==> src/rtl/core/led_matrix_row_scanner_macros.svh <==
`ifndef LED_MATRIX_ROW_SCANNER_MACROS_SVH
`define LED_MATRIX_ROW_SCANNER_MACROS_SVH

// same-cycle implication, checked outside reset
`define LMRS_ASSERT_NOW(label, ante, cons, msg) \
	label: assert property (@(posedge clk) disable iff (!arst_n) (ante) |-> (cons)) \
		else $error(msg);

// next-cycle implication, checked outside reset
`define LMRS_ASSERT_NEXT(label, ante, cons, msg) \
	label: assert property (@(posedge clk) disable iff (!arst_n) (ante) |=> (cons)) \
		else $error(msg);

`endif

==> src/rtl/core/lmrs_pkg.sv <==
package lmrs_pkg;

	localparam int COLUMNS_DEF = 48;
	localparam int ROWS_DEF = 16;
	localparam int SHIFT_BITS = 48;
	localparam int CNT_W = 6;
	localparam int ADDR_W = 4;
	localparam int LIT_W = 16;
	localparam int PADDR_W = 2;
	localparam logic [LIT_W-1:0] ON_TIME_RESET = 16'd100;
	localparam int REG_ON_TIME = 0;

	typedef enum logic [1:0] {
		OP_WRITE = 2'd0,
		OP_CLEAR = 2'd1,
		OP_TICK  = 2'd2
	} opcode_t;

	typedef enum logic [1:0] {
		PH_SHIFT = 2'd0,
		PH_LATCH = 2'd1,
		PH_LIT   = 2'd2
	} scan_phase_t;

	typedef struct packed {
		logic [1:0] opcode;
		logic [5:0] col;
		logic [3:0] line;
		logic pixel_on;
	} in_item_t;

	typedef struct packed {
		logic serial_data;
		logic shift_strobe;
		logic latch_pulse;
		logic blank;
		logic [3:0] row_select;
	} out_item_t;

	typedef struct packed {
		logic wr;
		logic clr;
		logic [3:0] line;
		logic [5:0] col;
		logic pix;
	} store_req_t;

endpackage

==> src/rtl/core/lmrs_store.sv <==
module lmrs_store import lmrs_pkg::*; #(
	parameter int COLUMNS = COLUMNS_DEF,
	parameter int ROWS = ROWS_DEF,
	localparam int ROW_W = $clog2(ROWS),
	localparam int COL_W = $clog2(COLUMNS)
) (
	input  logic clk,
	input  logic arst_n,
	input  store_req_t req,
	input  logic [ROW_W-1:0] rd_row,
	input  logic [COL_W-1:0] rd_bit,
	output logic rd_data
);

	logic [COLUMNS-1:0] rows_q [ROWS];
	logic wr_hit;

	assign wr_hit = req.wr && ({1'b0, req.col} < 7'(COLUMNS)) && ({1'b0, req.line} < 5'(ROWS));

	always_ff @(posedge clk or negedge arst_n) begin
		if (!arst_n) begin
			rows_q <= '{default: '0};
		end else if (req.clr) begin
			rows_q <= '{default: '0};
		end else if (wr_hit) begin
			rows_q[req.line[ROW_W-1:0]][req.col[COL_W-1:0]] <= req.pix;
		end
	end

	assign rd_data = rows_q[rd_row][rd_bit];

endmodule

==> src/rtl/core/lmrs_scan.sv <==
module lmrs_scan import lmrs_pkg::*; #(
	parameter int COLUMNS = COLUMNS_DEF,
	parameter int ROWS = ROWS_DEF,
	localparam int ROW_W = $clog2(ROWS),
	localparam int COL_W = $clog2(COLUMNS),
	localparam int ROWS_W = $clog2(ROWS + 1)
) (
	input  logic clk,
	input  logic arst_n,
	input  logic go,
	input  in_item_t item,
	input  logic [LIT_W-1:0] on_time,
	input  logic rd_data,
	output logic [ROW_W-1:0] rd_row,
	output logic [COL_W-1:0] rd_bit,
	output out_item_t result
);

	`include "led_matrix_row_scanner_macros.svh"

	scan_phase_t phase_q, phase_n;
	logic [ROWS_W-1:0] scan_row_q, scan_row_n, row_wrap;
	logic [CNT_W-1:0] bit_count_q, bit_count_n, b;
	logic [LIT_W-1:0] lit_count_q, lit_count_n, lit_inc;
	logic [ADDR_W-1:0] held_addr_q, held_addr_n;
	logic is_tick, real_row;

	assign is_tick = item.opcode == OP_TICK;
	assign real_row = scan_row_q < ROWS_W'(ROWS);
	assign row_wrap = (scan_row_q >= ROWS_W'(ROWS)) ? '0 : scan_row_q + 1'b1;
	assign lit_inc = lit_count_q + 1'b1;
	// an unused phase code restarts the shift from bit zero
	assign b = (phase_q == PH_SHIFT) ? bit_count_q : '0;
	assign rd_row = scan_row_q[ROW_W-1:0];
	assign rd_bit = b[COL_W-1:0];

	always_comb begin
		phase_n = phase_q;
		scan_row_n = scan_row_q;
		bit_count_n = bit_count_q;
		lit_count_n = lit_count_q;
		held_addr_n = held_addr_q;
		if (is_tick) begin
			case (phase_q)
				PH_LATCH: begin
					lit_count_n = '0;
					if (on_time == '0) begin
						scan_row_n = row_wrap;
						phase_n = PH_SHIFT;
						bit_count_n = '0;
					end else begin
						phase_n = PH_LIT;
					end
				end
				PH_LIT: begin
					if (lit_inc >= on_time || lit_inc == '0) begin
						scan_row_n = row_wrap;
						phase_n = PH_SHIFT;
						bit_count_n = '0;
						lit_count_n = '0;
					end else begin
						lit_count_n = lit_inc;
					end
				end
				default: begin
					phase_n = PH_SHIFT;
					if (real_row && b == '0) begin
						held_addr_n = ADDR_W'(ROWS_W'(ROWS - 1) - scan_row_q);
					end
					if ({1'b0, b} + 7'd1 >= 7'(SHIFT_BITS)) begin
						phase_n = PH_LATCH;
						bit_count_n = '0;
					end else begin
						bit_count_n = b + 1'b1;
					end
				end
			endcase
		end
	end

	always_comb begin
		result = '0;
		result.row_select = held_addr_n;
		if (is_tick) begin
			case (phase_q)
				PH_LATCH: begin
					result.blank = 1'b1;
					result.latch_pulse = 1'b1;
				end
				PH_LIT: begin
					result.blank = 1'b0;
				end
				default: begin
					result.blank = 1'b1;
					result.shift_strobe = 1'b1;
					// active low; columns past the panel and the blank pass send off
					if (real_row && ({1'b0, b} < 7'(COLUMNS))) begin
						result.serial_data = ~rd_data;
					end else begin
						result.serial_data = 1'b1;
					end
				end
			endcase
		end else begin
			result.blank = phase_q != PH_LIT;
		end
	end

	always_ff @(posedge clk or negedge arst_n) begin
		if (!arst_n) begin
			phase_q <= PH_SHIFT;
			scan_row_q <= '0;
			bit_count_q <= '0;
			lit_count_q <= '0;
			held_addr_q <= '0;
		end else if (go) begin
			phase_q <= phase_n;
			scan_row_q <= scan_row_n;
			bit_count_q <= bit_count_n;
			lit_count_q <= lit_count_n;
			held_addr_q <= held_addr_n;
		end
	end

	`LMRS_ASSERT_NOW(a_latch_bit_zero, phase_q == PH_LATCH, bit_count_q == '0, "bit count not cleared at latch")
	`LMRS_ASSERT_NOW(a_lit_count_idle, phase_q != PH_LIT, lit_count_q == '0, "lit count left over outside lit phase")
	`LMRS_ASSERT_NEXT(a_row_range, 1'b1, scan_row_q <= ROWS_W'(ROWS), "scan row past blank pass")

endmodule

==> src/rtl/core/led_matrix_row_scanner.sv <==
// channel   direction  handshake                payload
// item      in         item_valid / item_stall  item   (in_item_t)
// result    out        result_valid / result_stall  result (out_item_t)
// config    in         psel / penable / pready  paddr, pwdata, prdata (on_time)
//
// one request enters per cycle while item_stall is low; it passes the input
// register, then the result register, and every request gives one result
// arst_n clears the scan state and the frame store and sets on_time to 100
// a stalled result holds the result register; item_stall rises once the input
// register is full and cannot move on
module led_matrix_row_scanner import lmrs_pkg::*; #(
	parameter int COLUMNS = COLUMNS_DEF,
	parameter int ROWS = ROWS_DEF
) (
	input  logic clk,
	input  logic arst_n,
	input  logic item_valid,
	output logic item_stall,
	input  in_item_t item,
	output logic result_valid,
	input  logic result_stall,
	output out_item_t result,
	input  logic psel,
	input  logic penable,
	input  logic pwrite,
	input  logic [PADDR_W-1:0] paddr,
	input  logic [31:0] pwdata,
	output logic [31:0] prdata,
	output logic pready
);

	localparam int ROW_W = $clog2(ROWS);
	localparam int COL_W = $clog2(COLUMNS);

	logic valid_s1;
	in_item_t item_s1;
	logic out_valid_q;
	out_item_t out_q;
	logic [LIT_W-1:0] on_time_q;
	logic out_free, advance, accept, reg_hit;
	store_req_t store_req;
	logic [ROW_W-1:0] rd_row;
	logic [COL_W-1:0] rd_bit;
	logic rd_data;
	out_item_t scan_result;

	assign out_free = !out_valid_q || !result_stall;
	assign advance = valid_s1 && out_free;
	assign item_stall = valid_s1 && !out_free;
	assign accept = item_valid && !item_stall;

	always_ff @(posedge clk or negedge arst_n) begin
		if (!arst_n) begin
			valid_s1 <= 1'b0;
			out_valid_q <= 1'b0;
		end else begin
			if (!item_stall) begin
				valid_s1 <= item_valid;
			end
			if (out_free) begin
				out_valid_q <= advance;
			end
		end
	end

	always_ff @(posedge clk) begin
		if (accept) begin
			item_s1 <= item;
		end
		if (advance) begin
			out_q <= scan_result;
		end
	end

	assign result_valid = out_valid_q;
	assign result = out_q;

	// configuration
	assign reg_hit = paddr == PADDR_W'(4 * REG_ON_TIME);
	assign pready = 1'b1;
	assign prdata = reg_hit ? {16'd0, on_time_q} : 32'd0;

	always_ff @(posedge clk or negedge arst_n) begin
		if (!arst_n) begin
			on_time_q <= ON_TIME_RESET;
		end else if (psel && penable && pwrite && pready && reg_hit) begin
			on_time_q <= pwdata[LIT_W-1:0];
		end
	end

	always_comb begin
		store_req.wr = advance && item_s1.opcode == OP_WRITE;
		store_req.clr = advance && item_s1.opcode == OP_CLEAR;
		store_req.line = item_s1.line;
		store_req.col = item_s1.col;
		store_req.pix = item_s1.pixel_on;
	end

	lmrs_store #(
		.COLUMNS(COLUMNS),
		.ROWS(ROWS)
	) u_store (
		.clk(clk),
		.arst_n(arst_n),
		.req(store_req),
		.rd_row(rd_row),
		.rd_bit(rd_bit),
		.rd_data(rd_data)
	);

	lmrs_scan #(
		.COLUMNS(COLUMNS),
		.ROWS(ROWS)
	) u_scan (
		.clk(clk),
		.arst_n(arst_n),
		.go(advance),
		.item(item_s1),
		.on_time(on_time_q),
		.rd_data(rd_data),
		.rd_row(rd_row),
		.rd_bit(rd_bit),
		.result(scan_result)
	);

endmodule
==> config.mk <==
export PLATFORM = sky130hd
export DESIGN_NAME = led_matrix_row_scanner
export DESIGN_NICKNAME = d
export VERILOG_FILES = /design/src/rtl/core/lmrs_pkg.sv /design/src/rtl/core/lmrs_store.sv /design/src/rtl/core/lmrs_scan.sv /design/src/rtl/core/led_matrix_row_scanner.sv
export VERILOG_INCLUDE_DIRS = /design/src /design/src/rtl/core
export SDC_FILE = /design/constraint.sdc
export NUM_CORES = 2
export LEC_CHECK = 0
export ABC_AREA = 0
export BUFFER_PORTS_ARGS = -buffer_cell sky130_fd_sc_hd__buf_2
export CAP_MARGIN = 10
export CORE_MARGIN = 2
export CORE_UTILIZATION = 65
export CTS_BUF_LIST = sky130_fd_sc_hd__clkbuf_4
export DETAILED_ROUTE_END_ITERATION = 10
export GPL_ROUTABILITY_DRIVEN = 0
export PLACE_DENSITY = 0.82
export SLEW_MARGIN = 20
export SYNTH_ARGS = -nofsm -noshare
export SYNTH_HDL_FRONTEND = slang
export SYNTH_SLANG_ARGS = --single-unit
==> constraint.sdc <==
create_clock -name clk -period 3.9 [get_ports clk]
set_clock_uncertainty 0.1 [all_clocks]
set_input_delay 0.975 -clock clk [delete_from_list [all_inputs] [get_ports clk]]
set_output_delay 0.975 -clock clk [all_outputs]
set_load 0.05 [all_outputs]
==> results by group <==
Routing
  – Routed vias: 45,400
  – Overall routed net length: 159,000 microns
  – DRC violations left: 0
  – Post-route ant nets: 0
  – Routed len/inst: 24.4 microns
  – Drt via density: 6.95
  – Pre-Repair DR Iteration Count: 10
  – Drt initial violations: 7,258

Setup path
  – Crit-path leading delay family: compound AO/OA/AOI/OAI gates
  – FF-to-FF End: result[7]
  – CP required: 4650 ps
  – CP Capture Type: register
  – Cells on worst reg2reg path: 9
  – Slowest cell delay on critical path: 750 ps
  – Crit Path Max Fanout: 23
  – CP max-delay cell: dfrtp_4
  – Kind of critical path: reg -> reg
  – Flop2flop setup slack: -60 ps
  – Critical-path cell list: and3b_1 > a221oi_1 > o32ai_1 > a311oi_1 > nand3_2 > a211oi_2 > nor2_1 > buf_4 > a41o_1
  – Crit start category: register
  – Arr. time, crit path: 4720 ps
  – CP bufs+invs: 1
  – Critical R2R Launch: u_scan.scan_row_q[1]

Run status
  – Failing checks: setup timing
  – Outcome: complete, but fails checks

Die
  – Initial Util: 65.5%
  – DIE AREA: 75,500 sq um
  – Cell row count: 99
  – Ports: 97
  – Die Y: 275 microns
  – DIE WIDTH: 275 microns
  – Total core area: 72,700 sq um

Clocking
  – Clock latency on the worst-skew pair: 1160 ps
  – Num CTS Buffers: 219
  – Worst-path clk slew: 70 ps
  – Root Buffer: clkbuf_4
  – H-tree depth: 4
  – CTS Buffer Depth: 3
  – Clock Sinks: 840
  – CTS tree: yes

Worst hold path
  – HP Class: in -> async

Placement
  – Placed Instances: 6,102
  – Dpl hpwl: 91,600 microns
  – Port Buffers: 63

Timing
  – Pins Over Slew Limit: 0
  – Final period util: 102%
  – Endpoints failing setup: 1
  – Final worst slack: -63.6 ps
  – Max Fclk: 252 MHz
  – Final hold vios: 0
  – Worst slew pin tran: 1300 ps
  – Slew headroom: 13.5%
  – Minimum clock period: 3960 ps

Synthesis
  – Synthesized instance count: 5,416
  – Asr flop ratio synth: 97.5%
  – Most used DFF post-synth: dfrtp_1
  – Cell variety after synth: 88
  – Sequential share of the synthesized area: 44.4%
  – Post-synth EDFFs: 21
  – Area fraction of the dominant cell type after synthesis: 42.9%
  – Syn_area_per_cell: 8.80 sq um
  – Yosys reg bits: 840
  – Syn Std Cell Area: 47,600 sq um
  – Synth area leader: dfrtp_1
  – Ranking of synthesized cells by area: dfrtp_1 (43%), nand2_1 (13%), a22oi_1 (13%), mux4_2 (8.6%), o21ai_0 (8.5%)
  – Yosys warns: 0

Global routing
  – Largest net degree at the start of global routing: 248
  – Overflow after GRT: 0
  – Total track usage: 42.3%
  – First-pass GRT wire length: 247,000 microns
  – Initial antenna violation count: 5
  – Vias in the first global route: 43,700

Power
  – Clock network power share: 28.7%
  – Int Pwr: 18.3 mW
  – Leak Pwr: 24.5 nW
  – Pwr/cell area: 535 nW/um^2
  – Switching fraction of total power: 35.5%
  – Net Switching: 10.0 mW
  – Sequential share of power: 40.2%
  – Comb power frac: 31.1%
  – Highest ir drop seen on vdd: 0.000372 V

Finish
  – Nets: 5,479
  – Post-Layout Cell Count: 6,532
  – Layout area overhead: 11.1%
  – Fraction of layout instances using a drive strength above 1: 17.7%
  – Final core occ: 72.8%

Flow run
  – Max-Cap Viols: 0
-- layer usage --
metal | wire length (microns) | up-vias | track usage, %
li1 | - | 19300 | -
met5 | 12 | - | 0.188
met2 | 71100 | 3324 | 62.3
met4 | 11000 | 2 | 28.6
met1 | 56200 | 21900 | 54.1
met3 | 21200 | 797 | 12.9
-- stage by stage --
stage               area, sq um  power (mW)  setup TNS, ps  setup slack (ps)  hold slack, ps
finish                    52900        28.3          -63.6             -63.6             335
global route              52900        29.5          -66.2             -30.9             341
CTS                       52800        28.0              0              47.7             282
detailed placement        49600        19.9          -22.6             -22.6             388
global placement          49600        19.6          -27.9             -27.9             369
floorplan                 47700        17.1              0               385             357
-- synthesized netlist by cell type (6+ instances only) --
master and number:
a21oi_1 26, a31oi_1 9, mux2i_1 48, a2111oi_0 9, nor4_1 10, buf_4 34, nor2b_1 9, nand3_1 27
edfxtp_1 21, o21ai_1 13, inv_1 35, a221oi_1 6, mux4_2 181, o21ai_0 808, xnor2_1 10, nand2_1 1651
a211oi_1 11, a21o_1 7, a22oi_1 799, nand2b_1 14, dfrtp_1 816, clkbuf_1 481, ha_1 25, o211ai_1 9
nor2_1 98, or3_1 7, buf_6 10, buf_1 16, nor3_1 50, buf_2 45, mux2_2 7, and3_1 12
-- worst max-delay path by stage --
stage	startpoint	depth (start not counted)	to
global placement	u_scan.phase_q[0]	14	result[7]
CTS	u_scan.lit_count_q[2]	14	u_scan.bit_count_q[3]
finish	u_scan.scan_row_q[1]	9	result[7]
detailed placement	u_scan.phase_q[0]	14	result[7]
global route	u_scan.lit_count_q[0]	14	u_scan.lit_count_q[0]
floorplan	u_scan.lit_count_q[0]	15	u_scan.phase_q[0]
-- sequential cells by signal (all words and copies together) (netlist names) --
name	flops
u_store.rows_q	768
u_scan.bit_count_q	6
valid_s1	1
u_scan.lit_count_q	16
u_scan.scan_row_q	5
on_time_q	16
u_scan.phase_q	2
item_s1	13
u_scan.held_addr_q	4
result	8
result_valid	1
-- power groups by stage --
stage	combinational, mW	sequential [mW]	clock, mW
6_report	8.82	11.4	8.12
5_1_grt	9.40	11.5	8.64
4_1_cts	8.55	11.3	8.16
3_5_place_dp	8.50	11.4	0
3_3_place_gp	8.25	11.3	0
2_1_floorplan	6.12	11.0	0
-- cell usage in the layout, fill, tap and decap left out, drive strengths merged, types with 6 or more instances in the layout --
master and instances:
nand2 1652, o21ai 826, dfrtp 816, a22oi 799, clkbuf 353, buf 308
mux4 181, nor2 100, nor3 51, mux2i 48, inv 41, dlygate4sd3 32
clkinv 29, nand3 28, a21oi 27, ha 25, edfxtp 21, conb 17
nand2b 14, and3 12, a211oi 11, xnor2 10, nor4 10, nor2b 9
o211ai 9, a2111oi 9, a31oi 9, and2 8, mux2 7, a21o 7
or3 7, a221oi 6
-- layout make-up --
| class | count | area [sq um] |
|---|---|---|
| multi-input combinational | 3960 | 24200 |
| sequential | 840 | 21100 |
| fill | 5109 | 19800 |
| timing repair buffer | 340 | 3320 |
| clock buffer | 353 | 2650 |
| tap | 959 | 1200 |
| clock inverter | 37 | 254 |
| inverter | 39 | 146 |
| antenna | 4 | 10.0 |
-- logic make-up after synthesis --
family,share of synthesized area (%)
adder cells (fa/ha/maj),0.657
AO/OA/AOI/OAI,23.2
multiplexers,9.73
other,0.0158
flip-flops,44.4
XOR/XNOR,0.292
buffers and inverters,5.70
AND/OR/NAND/NOR,16.0
-- timing repair --
item,4_1_cts,5_1_grt
setup buffers,0,4
hold buffers,32,0
pin swaps,0,1
resized for setup,1,8
endpoints found under the setup margin,1,25
hold endpoints to repair,72,0
Power figures use the tool's default switching activity.
